===== src/rtl/core/gc_trigger_policy_macros.svh =====
// assertion helpers shared by the gc trigger policy rtl
`ifndef GC_TRIGGER_POLICY_MACROS_SVH
`define GC_TRIGGER_POLICY_MACROS_SVH

// property that must hold in the same cycle as its trigger
`define GCP_CHECK(label, prop, msg) \
  label: assert property (@(posedge clk) disable iff (rst) prop) else $error(msg);

// consequent checked in the cycle after the antecedent
`define GCP_CHECK_NEXT(label, ante, cons, msg) \
  label: assert property (@(posedge clk) disable iff (rst) ante |=> cons) else $error(msg);

`endif


===== src/rtl/core/gcp_pkg.sv =====
package gcp_pkg;

  // event codes
  localparam logic [1:0] CMD_DONE  = 2'd0;
  localparam logic [1:0] CMD_MINOR = 2'd1;
  localparam logic [1:0] CMD_FULL  = 2'd2;

  // timer delays in ms
  localparam logic [5:0]  MINOR_SOON_MS   = 6'd16;
  localparam logic [5:0]  MINOR_LATE_MS   = 6'd60;
  localparam logic [11:0] FULL_IDLE_MS    = 12'd150;
  localparam logic [11:0] FULL_BUSY_MS    = 12'd300;
  localparam logic [11:0] FULL_RECLAIM_MS = 12'd3000;

  // defer limits and saturation points
  localparam logic [2:0] MINOR_SOON_LIMIT   = 3'd2;
  localparam logic [2:0] MINOR_LATE_LIMIT   = 3'd4;
  localparam logic [2:0] MINOR_DEFER_MAX    = 3'd7;
  localparam logic [3:0] FULL_BUSY_LIMIT    = 4'd3;
  localparam logic [3:0] FULL_RECLAIM_LIMIT = 4'd10;
  localparam logic [3:0] FULL_DEFER_MAX     = 4'd15;

  // plateau handling
  localparam logic [3:0] PLATEAU_LIMIT        = 4'd10;
  localparam logic [3:0] GROWTH_PLATEAU_LIMIT = 4'd5;

  // size thresholds
  localparam logic [47:0] GIB      = 48'd1073741824;
  localparam logic [47:0] HALF_GIB = 48'd536870912;

  // ram size reset and its 7x form kept in the config register
  localparam logic [47:0] RAM_RESET  = 48'd8589934592;
  localparam logic [50:0] RAM7_RESET = 51'(64'd8589934592 * 64'd7);

  typedef struct packed {
    logic [1:0]  command;
    logic [47:0] heap_bytes;
    logic [47:0] rss_bytes;
    logic        loop_busy;
    logic        important_work;
    logic [31:0] minor_version;
    logic [31:0] marking_version;
    logic        full_pending;
  } in_t;

  typedef struct packed {
    logic        minor_armed;
    logic [5:0]  minor_delay_ms;
    logic        full_armed;
    logic [11:0] full_delay_ms;
    logic        run_minor;
    logic        run_full;
    logic        release_memory;
  } out_t;

  // pressure verdicts handed to the policy
  typedef struct packed {
    logic pressure;
    logic reclaim_ok;
  } press_t;

endpackage


===== src/rtl/core/gc_trigger_policy.sv =====
// gc trigger policy: decides when minor and full garbage collections run
//
// cmd channel (cmd_valid / cmd_stall / cmd_data): one beat per event, a
//   request completed or a minor or full timer fired, with heap figures
// res channel (res_valid / res_stall / res_data): one beat per event with
//   the timer re-arm requests, collect-now orders and the release hint
// cfg channel (cfg_valid / cfg_ready / cfg_data): writes the ram size;
//   always ready, write it only while no event is in flight
// path: an event taken into the input register passes the decision logic
//   into the result register, from where it is offered on res
// throughput: one event per cycle while res is not stalled; the defer counters
//   and other policy state update as an event moves between the two registers
// reset: all policy state clears, ram size returns to 8 GiB, both
//   channels empty
// res stall: the result register holds its beat, the input register
//   keeps taking one more beat, then cmd_stall rises until res drains
`include "gc_trigger_policy_macros.svh"

module gc_trigger_policy (
  input  logic          clk,
  input  logic          rst,
  input  logic          cmd_valid,
  output logic          cmd_stall,
  input  gcp_pkg::in_t  cmd_data,
  output logic          res_valid,
  input  logic          res_stall,
  output gcp_pkg::out_t res_data,
  input  logic          cfg_valid,
  output logic          cfg_ready,
  input  logic [47:0]   cfg_data
);

  // ram size kept pre-scaled by 7 for the pressure ratio compares
  logic [50:0] ram7;

  // input register
  logic         s1_valid;
  gcp_pkg::in_t s1_data;

  logic          s1_free;
  logic          s2_free;
  logic          fire;
  gcp_pkg::out_t result;

  assign s2_free   = !res_valid || !res_stall;
  assign fire      = s1_valid && s2_free;
  assign s1_free   = !s1_valid || s2_free;
  assign cmd_stall = !s1_free;
  assign cfg_ready = 1'b1;

  always_ff @(posedge clk) begin
    if (rst) begin
      ram7 <= gcp_pkg::RAM7_RESET;
    end else if (cfg_valid && cfg_ready) begin
      ram7 <= {cfg_data, 3'b000} - {3'b000, cfg_data};
    end
  end

  always_ff @(posedge clk) begin
    if (rst) begin
      s1_valid <= 1'b0;
    end else if (s1_free) begin
      s1_valid <= cmd_valid;
    end
  end

  always_ff @(posedge clk) begin
    if (s1_free && cmd_valid) begin
      s1_data <= cmd_data;
    end
  end

  // decision logic and policy state
  gcp_policy u_policy (
    .clk    (clk),
    .rst    (rst),
    .fire   (fire),
    .item   (s1_data),
    .ram7   (ram7),
    .result (result)
  );

  // result register
  always_ff @(posedge clk) begin
    if (rst) begin
      res_valid <= 1'b0;
    end else if (s2_free) begin
      res_valid <= s1_valid;
    end
  end

  always_ff @(posedge clk) begin
    if (fire) begin
      res_data <= result;
    end
  end

  // a blocked event must stay in the input register
  `GCP_CHECK_NEXT(a_hold_s1, s1_valid && !s2_free, s1_valid, "input beat lost while blocked")
  // collect-now and re-arm of the minor timer exclude each other
  `GCP_CHECK(a_minor_excl, res_valid |-> !(res_data.run_minor && res_data.minor_armed), "minor run and re-arm together")
  // memory release only comes with a full collection
  `GCP_CHECK(a_release_full, res_valid |-> (!res_data.release_memory || res_data.run_full), "release without full collection")
  // the full delay is reported exactly when the full timer is armed
  `GCP_CHECK(a_full_delay, res_valid |-> ((res_data.full_delay_ms != 12'd0) == res_data.full_armed), "full delay does not match arm")

endmodule


===== src/rtl/core/gcp_pressure.sv =====
module gcp_pressure (
  input  logic [47:0]   heap_bytes,
  input  logic [47:0]   rss_bytes,
  input  logic [50:0]   ram7,
  input  logic [47:0]   last_heap,
  input  logic [3:0]    plateau_count,
  output gcp_pkg::press_t verdict
);

  logic [51:0] heap_x10;
  logic [51:0] rss_x10;
  logic [49:0] heap_x2;
  logic [49:0] last_x3;
  logic        ratio_hit;
  logic        growth_hit;
  logic        big_hit;

  // x10 as x8 + x2
  assign heap_x10 = {1'b0, heap_bytes, 3'b000} + {3'b000, heap_bytes, 1'b0};
  assign rss_x10  = {1'b0, rss_bytes, 3'b000} + {3'b000, rss_bytes, 1'b0};
  assign heap_x2  = {1'b0, heap_bytes, 1'b0};
  assign last_x3  = {1'b0, last_heap, 1'b0} + {2'b00, last_heap};

  assign ratio_hit  = heap_x10 > {1'b0, ram7};
  assign growth_hit = (last_heap != 48'd0) && (heap_x2 > last_x3) &&
                      (plateau_count < gcp_pkg::GROWTH_PLATEAU_LIMIT);
  assign big_hit    = heap_bytes > gcp_pkg::GIB;

  assign verdict.pressure   = ratio_hit || growth_hit || big_hit;
  assign verdict.reclaim_ok = (heap_bytes > gcp_pkg::HALF_GIB) && (rss_x10 > {1'b0, ram7});

endmodule


===== src/rtl/core/gcp_policy.sv =====
module gcp_policy (
  input  logic          clk,
  input  logic          rst,
  input  logic          fire,
  input  gcp_pkg::in_t  item,
  input  logic [50:0]   ram7,
  output gcp_pkg::out_t result
);

  logic [47:0] last_heap;
  logic [47:0] last_heap_next;
  logic [3:0]  plateau_count;
  logic [3:0]  plateau_count_next;
  logic [31:0] minor_version_seen;
  logic [31:0] minor_version_seen_next;
  logic [2:0]  minor_defers;
  logic [2:0]  minor_defers_next;
  logic [31:0] full_version_seen;
  logic [31:0] full_version_seen_next;
  logic [3:0]  full_defers;
  logic [3:0]  full_defers_next;
  logic        idle_armed;
  logic        idle_armed_next;

  gcp_pkg::press_t verdict;

  gcp_pressure u_pressure (
    .heap_bytes    (item.heap_bytes),
    .rss_bytes     (item.rss_bytes),
    .ram7          (ram7),
    .last_heap     (last_heap),
    .plateau_count (plateau_count),
    .verdict       (verdict)
  );

  always_comb begin
    logic       grow;
    logic       m_soon;
    logic       f_idle;
    logic       m_new;
    logic       f_new;
    logic [2:0] m_inc;
    logic [3:0] f_inc;
    logic       m_arm;
    logic       f_arm;
    logic       m_call;
    logic       f_call;

    last_heap_next          = last_heap;
    plateau_count_next      = plateau_count;
    minor_version_seen_next = minor_version_seen;
    minor_defers_next       = minor_defers;
    full_version_seen_next  = full_version_seen;
    full_defers_next        = full_defers;
    idle_armed_next         = idle_armed;
    result                  = '0;

    grow   = (item.heap_bytes > last_heap) || verdict.pressure;
    // only the plateau path of a request uses the relaxed variants
    f_idle = (item.command == gcp_pkg::CMD_DONE) && !grow;
    m_soon = !f_idle;

    m_new = (minor_version_seen == 32'd0) || (minor_version_seen != item.minor_version);
    m_inc = (minor_defers < gcp_pkg::MINOR_DEFER_MAX) ? minor_defers + 3'd1 : minor_defers;
    m_arm = m_new || (m_inc < (m_soon ? gcp_pkg::MINOR_SOON_LIMIT
                                      : gcp_pkg::MINOR_LATE_LIMIT));

    f_new = (full_version_seen == 32'd0) || (full_version_seen != item.marking_version);
    f_inc = (full_defers < gcp_pkg::FULL_DEFER_MAX) ? full_defers + 4'd1 : full_defers;
    f_arm = f_new || (f_inc < (f_idle ? gcp_pkg::FULL_RECLAIM_LIMIT
                                      : gcp_pkg::FULL_BUSY_LIMIT));

    m_call = 1'b0;
    f_call = 1'b0;

    case (item.command)
      gcp_pkg::CMD_DONE: begin
        last_heap_next = item.heap_bytes;
        if (grow) begin
          plateau_count_next = 4'd0;
          m_call = !item.important_work;
          f_call = verdict.pressure && !item.full_pending;
        end else if (plateau_count < gcp_pkg::PLATEAU_LIMIT) begin
          m_call = !item.loop_busy && !item.important_work;
          if (m_call && m_arm) begin
            plateau_count_next = plateau_count + 4'd1;
          end
        end else begin
          f_call = !item.loop_busy && !item.important_work;
        end
      end
      gcp_pkg::CMD_MINOR: begin
        m_call = item.loop_busy || item.important_work;
      end
      gcp_pkg::CMD_FULL: begin
        f_call = (item.loop_busy || item.important_work) && !verdict.pressure;
      end
      default: begin
      end
    endcase

    if (m_call) begin
      if (m_new) begin
        minor_version_seen_next = item.minor_version;
        minor_defers_next       = 3'd0;
      end else begin
        minor_defers_next = m_inc;
      end
      if (m_arm) begin
        result.minor_armed    = 1'b1;
        result.minor_delay_ms = m_soon ? gcp_pkg::MINOR_SOON_MS : gcp_pkg::MINOR_LATE_MS;
      end
    end

    if (f_call) begin
      if (f_new) begin
        full_version_seen_next = item.marking_version;
        full_defers_next       = 4'd0;
      end else begin
        full_defers_next = f_inc;
      end
      if (f_arm) begin
        result.full_armed    = 1'b1;
        result.full_delay_ms = f_idle ? gcp_pkg::FULL_RECLAIM_MS :
                               (item.loop_busy ? gcp_pkg::FULL_BUSY_MS
                                               : gcp_pkg::FULL_IDLE_MS);
        idle_armed_next      = f_idle;
      end
    end

    // timer fired and not deferred: collect now and drop the tag
    if ((item.command == gcp_pkg::CMD_MINOR) && !(m_call && m_arm)) begin
      minor_version_seen_next = 32'd0;
      minor_defers_next       = 3'd0;
      result.run_minor        = 1'b1;
    end

    if ((item.command == gcp_pkg::CMD_FULL) && !(f_call && f_arm)) begin
      full_version_seen_next = 32'd0;
      full_defers_next       = 4'd0;
      if (idle_armed) begin
        idle_armed_next       = 1'b0;
        result.release_memory = verdict.reclaim_ok;
      end
      result.run_full = 1'b1;
    end
  end

  always_ff @(posedge clk) begin
    if (rst) begin
      last_heap          <= 48'd0;
      plateau_count      <= 4'd0;
      minor_version_seen <= 32'd0;
      minor_defers       <= 3'd0;
      full_version_seen  <= 32'd0;
      full_defers        <= 4'd0;
      idle_armed         <= 1'b0;
    end else if (fire) begin
      last_heap          <= last_heap_next;
      plateau_count      <= plateau_count_next;
      minor_version_seen <= minor_version_seen_next;
      minor_defers       <= minor_defers_next;
      full_version_seen  <= full_version_seen_next;
      full_defers        <= full_defers_next;
      idle_armed         <= idle_armed_next;
    end
  end

endmodule

===== config.mk =====
export PLATFORM = sky130hd
export DESIGN_NAME = gc_trigger_policy
export DESIGN_NICKNAME = d
export VERILOG_FILES = /design/src/rtl/core/gcp_pkg.sv /design/src/rtl/core/gc_trigger_policy.sv /design/src/rtl/core/gcp_pressure.sv /design/src/rtl/core/gcp_policy.sv
export VERILOG_INCLUDE_DIRS = /design/src /design/src/rtl/core
export SDC_FILE = /design/constraint.sdc
export NUM_CORES = 1
export LEC_CHECK = 0
export ABC_AREA = 1
export BUFFER_PORTS_ARGS = -buffer_cell sky130_fd_sc_hd__buf_4
export CELL_PAD_IN_SITES_DETAIL_PLACEMENT = 0
export CELL_PAD_IN_SITES_GLOBAL_PLACEMENT = 2
export CORE_ASPECT_RATIO = 1.2
export CORE_MARGIN = 3
export CORE_UTILIZATION = 38
export CTS_BUF_LIST = sky130_fd_sc_hd__clkbuf_16
export DETAILED_ROUTE_END_ITERATION = 7
export PLACE_DENSITY = 0.87
export SLEW_MARGIN = 10
export SYNTH_ARGS = -nofsm -noshare
export SYNTH_HDL_FRONTEND = slang
export SYNTH_HIERARCHICAL = 1
export SYNTH_SLANG_ARGS = --single-unit

===== constraint.sdc =====
create_clock -name clk -period 11.38 [get_ports clk]
set_input_delay 2.276 -clock clk [delete_from_list [all_inputs] [get_ports clk]]
set_output_delay 2.276 -clock clk [all_outputs]
set_load 0.005 [all_outputs]

## After elaboration in Yosys (flattened, before gate mapping)

Index checks and enable logic that the tools add are counted.

- Add/sub/neg operators: 7
- Multiply operators: 0
- Divide/modulo/power cells: 0
- $lt $le $gt $ge: 12
- Eq/ne operators: 4
- Shift-type cells: 0
- Multiplexer cells: 37
- Bitwise operators: 2
- Reduce and logical (&&, ||, !) cells: 55

Operator list:

| kind | number |
|---|---|
| 2-to-1 mux 32 bit | 6 |
| adder 51 x 49 -> 52 bit | 2 |
| > comparator 52 x 51 -> 1 bit | 2 |
| zero test 32 bit | 2 |
| inequality test 32 bit | 2 |
| subtractor 51 x 48 -> 51 bit | 1 |
| adder 49 x 48 -> 50 bit | 1 |
| > comparator 49 x 50 -> 1 bit | 1 |
| > comparator 48 x 30 -> 1 bit (second input constant) | 1 |
| > comparator 48 x 31 -> 1 bit (second input constant) | 1 |
| > comparator 48 bit | 1 |
| nonzero test 48 bit | 1 |
| 2-to-1 mux 4 bit | 8 |
| 2-to-1 mux 3 bit | 5 |
| logical AND 1 bit | 14 |
| 2-to-1 mux 13 bit | 1 |
| 2-to-1 mux 12 bit | 1 |
| AND reduction 2 bit | 6 |
| nonzero test 2 bit | 6 |
| zero test 1 bit | 11 |
| logical OR 1 bit | 10 |
| 2-to-1 mux 1 bit | 10 |
| 2-to-1 mux 9 bit | 1 |
| adder 4 x 1 -> 4 bit (second input constant) | 2 |
| 17 further kinds | 21 |

- Bits in registers: 365
- Bits in latches: 0
- Memory bits (writable): 0
- Bits in read-only memories: 0
- Bits of input ports: 218
- Output and inout bits: 26
- Word-level logic and storage cells: 143
- Memories kept: 0

## Logic depth before layout (Yosys ltp)

- Depth after elaboration: 17
- Mapped depth: 45
- Mapped depth without buffers: 43

## Modules after synthesis

The synthesis kept the hierarchy.

By module, submodules not included:

| module | times used | cells each | area each (um^2) | sequential area each (um^2) |
|---|---|---|---|---|
| gcp_pressure | 1 | 2329 | 13910.8 | 0.0 |
| gc_trigger_policy | 1 | 1421 | 12122.9 | 6706.4 |
| gcp_policy | 1 | 1254 | 8036.5 | 2482.4 |

## Least setup slack after synthesis

Ideal clock, no wire load.

- Path kind: in2reg
- Start: in res_stall
- End: reg s1_data[0] (netlist bit), enable pin
- Library setup time: 518 ps
- Arrival time: 5708 ps
- Data required time: 10862 ps
- Setup slack: 5155 ps
- Cell stages on the path: 5
- Path buffers: 0
- Cell sequence: nand2_1 > nor2_1 > inv_1 > nand2_1 > inv_1

- Longest elaborated chain between the ends: 4

RTL lines:

| element | RTL line | RTL |
|---|---|---|
| start: declaration | gc_trigger_policy.sv:26 | `input logic res_stall,` |
| zero test 1 bit | gc_trigger_policy.sv:45 | `assign s2_free = !res_valid \|\| !res_stall;` |
| logical OR 1 bit | gc_trigger_policy.sv:45 |  |
| logical OR 1 bit | gc_trigger_policy.sv:47 | `assign s1_free = !s1_valid \|\| s2_free;` |
| logical AND 1 bit | gc_trigger_policy.sv:68 | `if (s1_free && cmd_valid) begin` |
| end signal: assignment | gc_trigger_policy.sv:69 | `s1_data <= cmd_data;` |
| end: declaration | gc_trigger_policy.sv:38 | `gcp_pkg::in_t s1_data;` |

Every way passes these cells.
A chain may end at the register's enable or synchronous reset.

==> reports/metrics.yaml <==
status: "completed"
grt_usage: 0.2398
worst_ir_drop_vdd_v: 0.0001198
synth-edff-count: 188
io_buffers: 242
syn_avg_cell_area_um2: 6.809
dp_worst_setup_slack_ns: 4.404
rows: 119
die_h_um: 334.0
synth_area_um2: 34070
hold_path.class: "register to register"
synthToLayoutAreaGrowth_pct: 12.88
cts_resized: 0
ys_types: 67
start_util: 0.3859
drcViolationCount: 0
final_nets: 5861
fin_crit_sh: 0.6108
cp.arrival_ns: 7.49
dp_cells: 6330
grt_pass1_wl_um: 175100
htreeDepth: 2
period_needed_ns: 6.951
die_w_um: 279.3
ys_ff_latch: 365
dr.pass1.iters: 8
antenna_found_initial: 3
clkLatencyLatePin_ns: 0.61
worstMarginPinSlew_ns: 1.156
synth_cells: 5004
grt_setup_unrepaired: "no"
required_ns: 11.92
maxCapViolCount: 0
clock-sinks: 365
finalSetupViolations: 0
async_flop_share: 0
floorplan.die_area_um2: 93300
cp-start-kind: "register"
ant_nets: 0
drive_gt1_frac: 0.09797
yosysSeqAreaShare: 0.2697
synth_warnings: 6
hold_viol: 0
slew_headroom: 0.2263
coreArea_um2: 88290
maxSlewViolCount: 0
crit_path_max_fanout: 65
layout.cells.most_common: "nand2_1"
power_leakage_nw: 18.70
tns_ns: 0
pin_count: 244
cp_top_family: "simple AND/OR/NAND/NOR gates"
path_clk_slew_ns: 0.06
hold_buffers: 0
cp_slowest_stage_delay_ns: 0.84
cts_tree: "built"
vias: 31654
clock-root-buffer: "clkbuf_16"
finalWirelength_um: 114000
gp_congestion: 0.9453
fin_cells: 6420
cts.path.max_buffers: 3
cts_setup_buffers: 0
fmax_mhz: 143.9
numCtsBuffers: 46
grt_start_max_net_pins: 95
crit_type: "register to register"
crit_top_cell: "nand2_1"
critPathCaptureType: "register"
powerDensity_nw_per_um2: 112.9
overflow: 0
grt_pass1_vias: 31325
vias_per_cell: 4.931
drt-initial-drc-count: 1705
wire_per_inst_um: 17.75
crit_buf_inv: 3
dp_hpwl_um: 95540
worst_slack_ns: 4.429
crit_path_top_delay_cell: "nand2_2"
layout_common_cells: "nand2_1 (1116), inv_1 (902), nor2_1 (671), ha_1 (411), a21oi_1 (368)"
synth_flop_cell: "edfxtp_1"
clock_skew_ns: 0.02959
tightest hold or removal path, stage by stage, from the launching register on:
cell,delay [ns]
dfxtp_1,0.31
inv_1,0.07
a21oi_1,0.06
sequential cells by signal, indices dropped and copies added (netlist names):
signal and cells:
ram7 51, u_policy/minor_version_seen 32, u_policy/full_version_seen 32, s1_valid 1, u_policy/plateau_count 4, u_policy/full_defers 4, u_policy/last_heap 48, res_valid 1
u_policy/idle_armed 1, u_policy/minor_defers 3, s1_data 165, res_data 23
metrics by stage:
step	total power, mW	utilization	hold WS, ns	instance area (µm²)
finish	4.343	0.4356	0.4798	38460
global route	4.626	0.4355	0.5017	38460
CTS	4.394	0.4355	0.4833	38450
detailed placement	2.924	0.4187	0.4681	36970
global placement	2.917	0.4187	0.4610	36970
floorplan	2.476	-	0.4407	34090
area by class of cell:
type | instances | area (µm²)
multi-input combinational | 3655 | 21060
timing repair buffer | 245 | 1839
clock buffer | 46 | 1151
antenna | 4 | 10.01
clock inverter | 40 | 329.1
tap | 1149 | 1438
sequential | 365 | 9189
inverter | 916 | 3445
fill | 9493 | 49840
power by group:
part | internal [mW] | switching, mW | total (mW) | leakage [nW]
registers | 1.47 | 0.0757 | 1.54 | 3.29
logic | 0.494 | 0.861 | 1.36 | 14.7
clock network | 0.815 | 0.630 | 1.44 | 0.760
total | 2.78 | 1.57 | 4.34 | 18.7
kinds of logic (layout without fill, tap and decap cells):
| group | after synthesis | count (layout) | synth area share |
|---|---|---|---|
| other | 2 | 10 | 0.0002204 |
| DFF | 365 | 365 | 0.2697 |
| buffers and inverters | 988 | 1247 | 0.1131 |
| AOI/OAI and AO/OA | 781 | 781 | 0.1332 |
| xor gates and xnor gates | 188 | 188 | 0.04833 |
| adders and majority gates | 414 | 414 | 0.1527 |
| and+or+nand+nor | 2266 | 2266 | 0.2827 |
path summary, 6_finish.rpt:
path                             startpoint                         to  slack (ns)  cells after the start
setup / recovery      u_policy/last_heap[0]   u_policy/minor_defers[0]        4.43                     35
hold / removal    u_policy/plateau_count[3]  u_policy/plateau_count[3]        0.48                      2
setup reg to reg      u_policy/last_heap[0]   u_policy/minor_defers[0]        4.43                     35
hold reg to reg   u_policy/plateau_count[3]  u_policy/plateau_count[3]        0.48                      2
synth_stat cells, drive strengths merged, types with 26 or more instances:
cell type / count / area, µm²
xnor2: 65 / 569.3
a21o: 26 / 195.2
edfxtp: 188 / 5645
nand2: 1162 / 4509
dfxtp: 177 / 3543
nor2: 712 / 2815
a21oi: 401 / 2157
nand4: 92 / 581.8
clkbuf: 33 / 123.9
ha: 411 / 5142
o21ai: 239 / 1260
xor2: 123 / 1077
inv: 915 / 3435
nand3: 171 / 933.4
nor4: 47 / 300.3
nor3: 57 / 315.3
buf: 39 / 290.3
o21bai: 28 / 240.2
per-layer routing:
metal  global-route usage  vias to the layer above  wire length [µm]
li1                     -                    16608                 -
met1               0.2896                    14409             48630
met2               0.4535                      514             59030
met3              0.01976                      123              3422
met4              0.06439                        0              2899
met5                    0                        -                 0
Power figures use the tool's default switching activity.
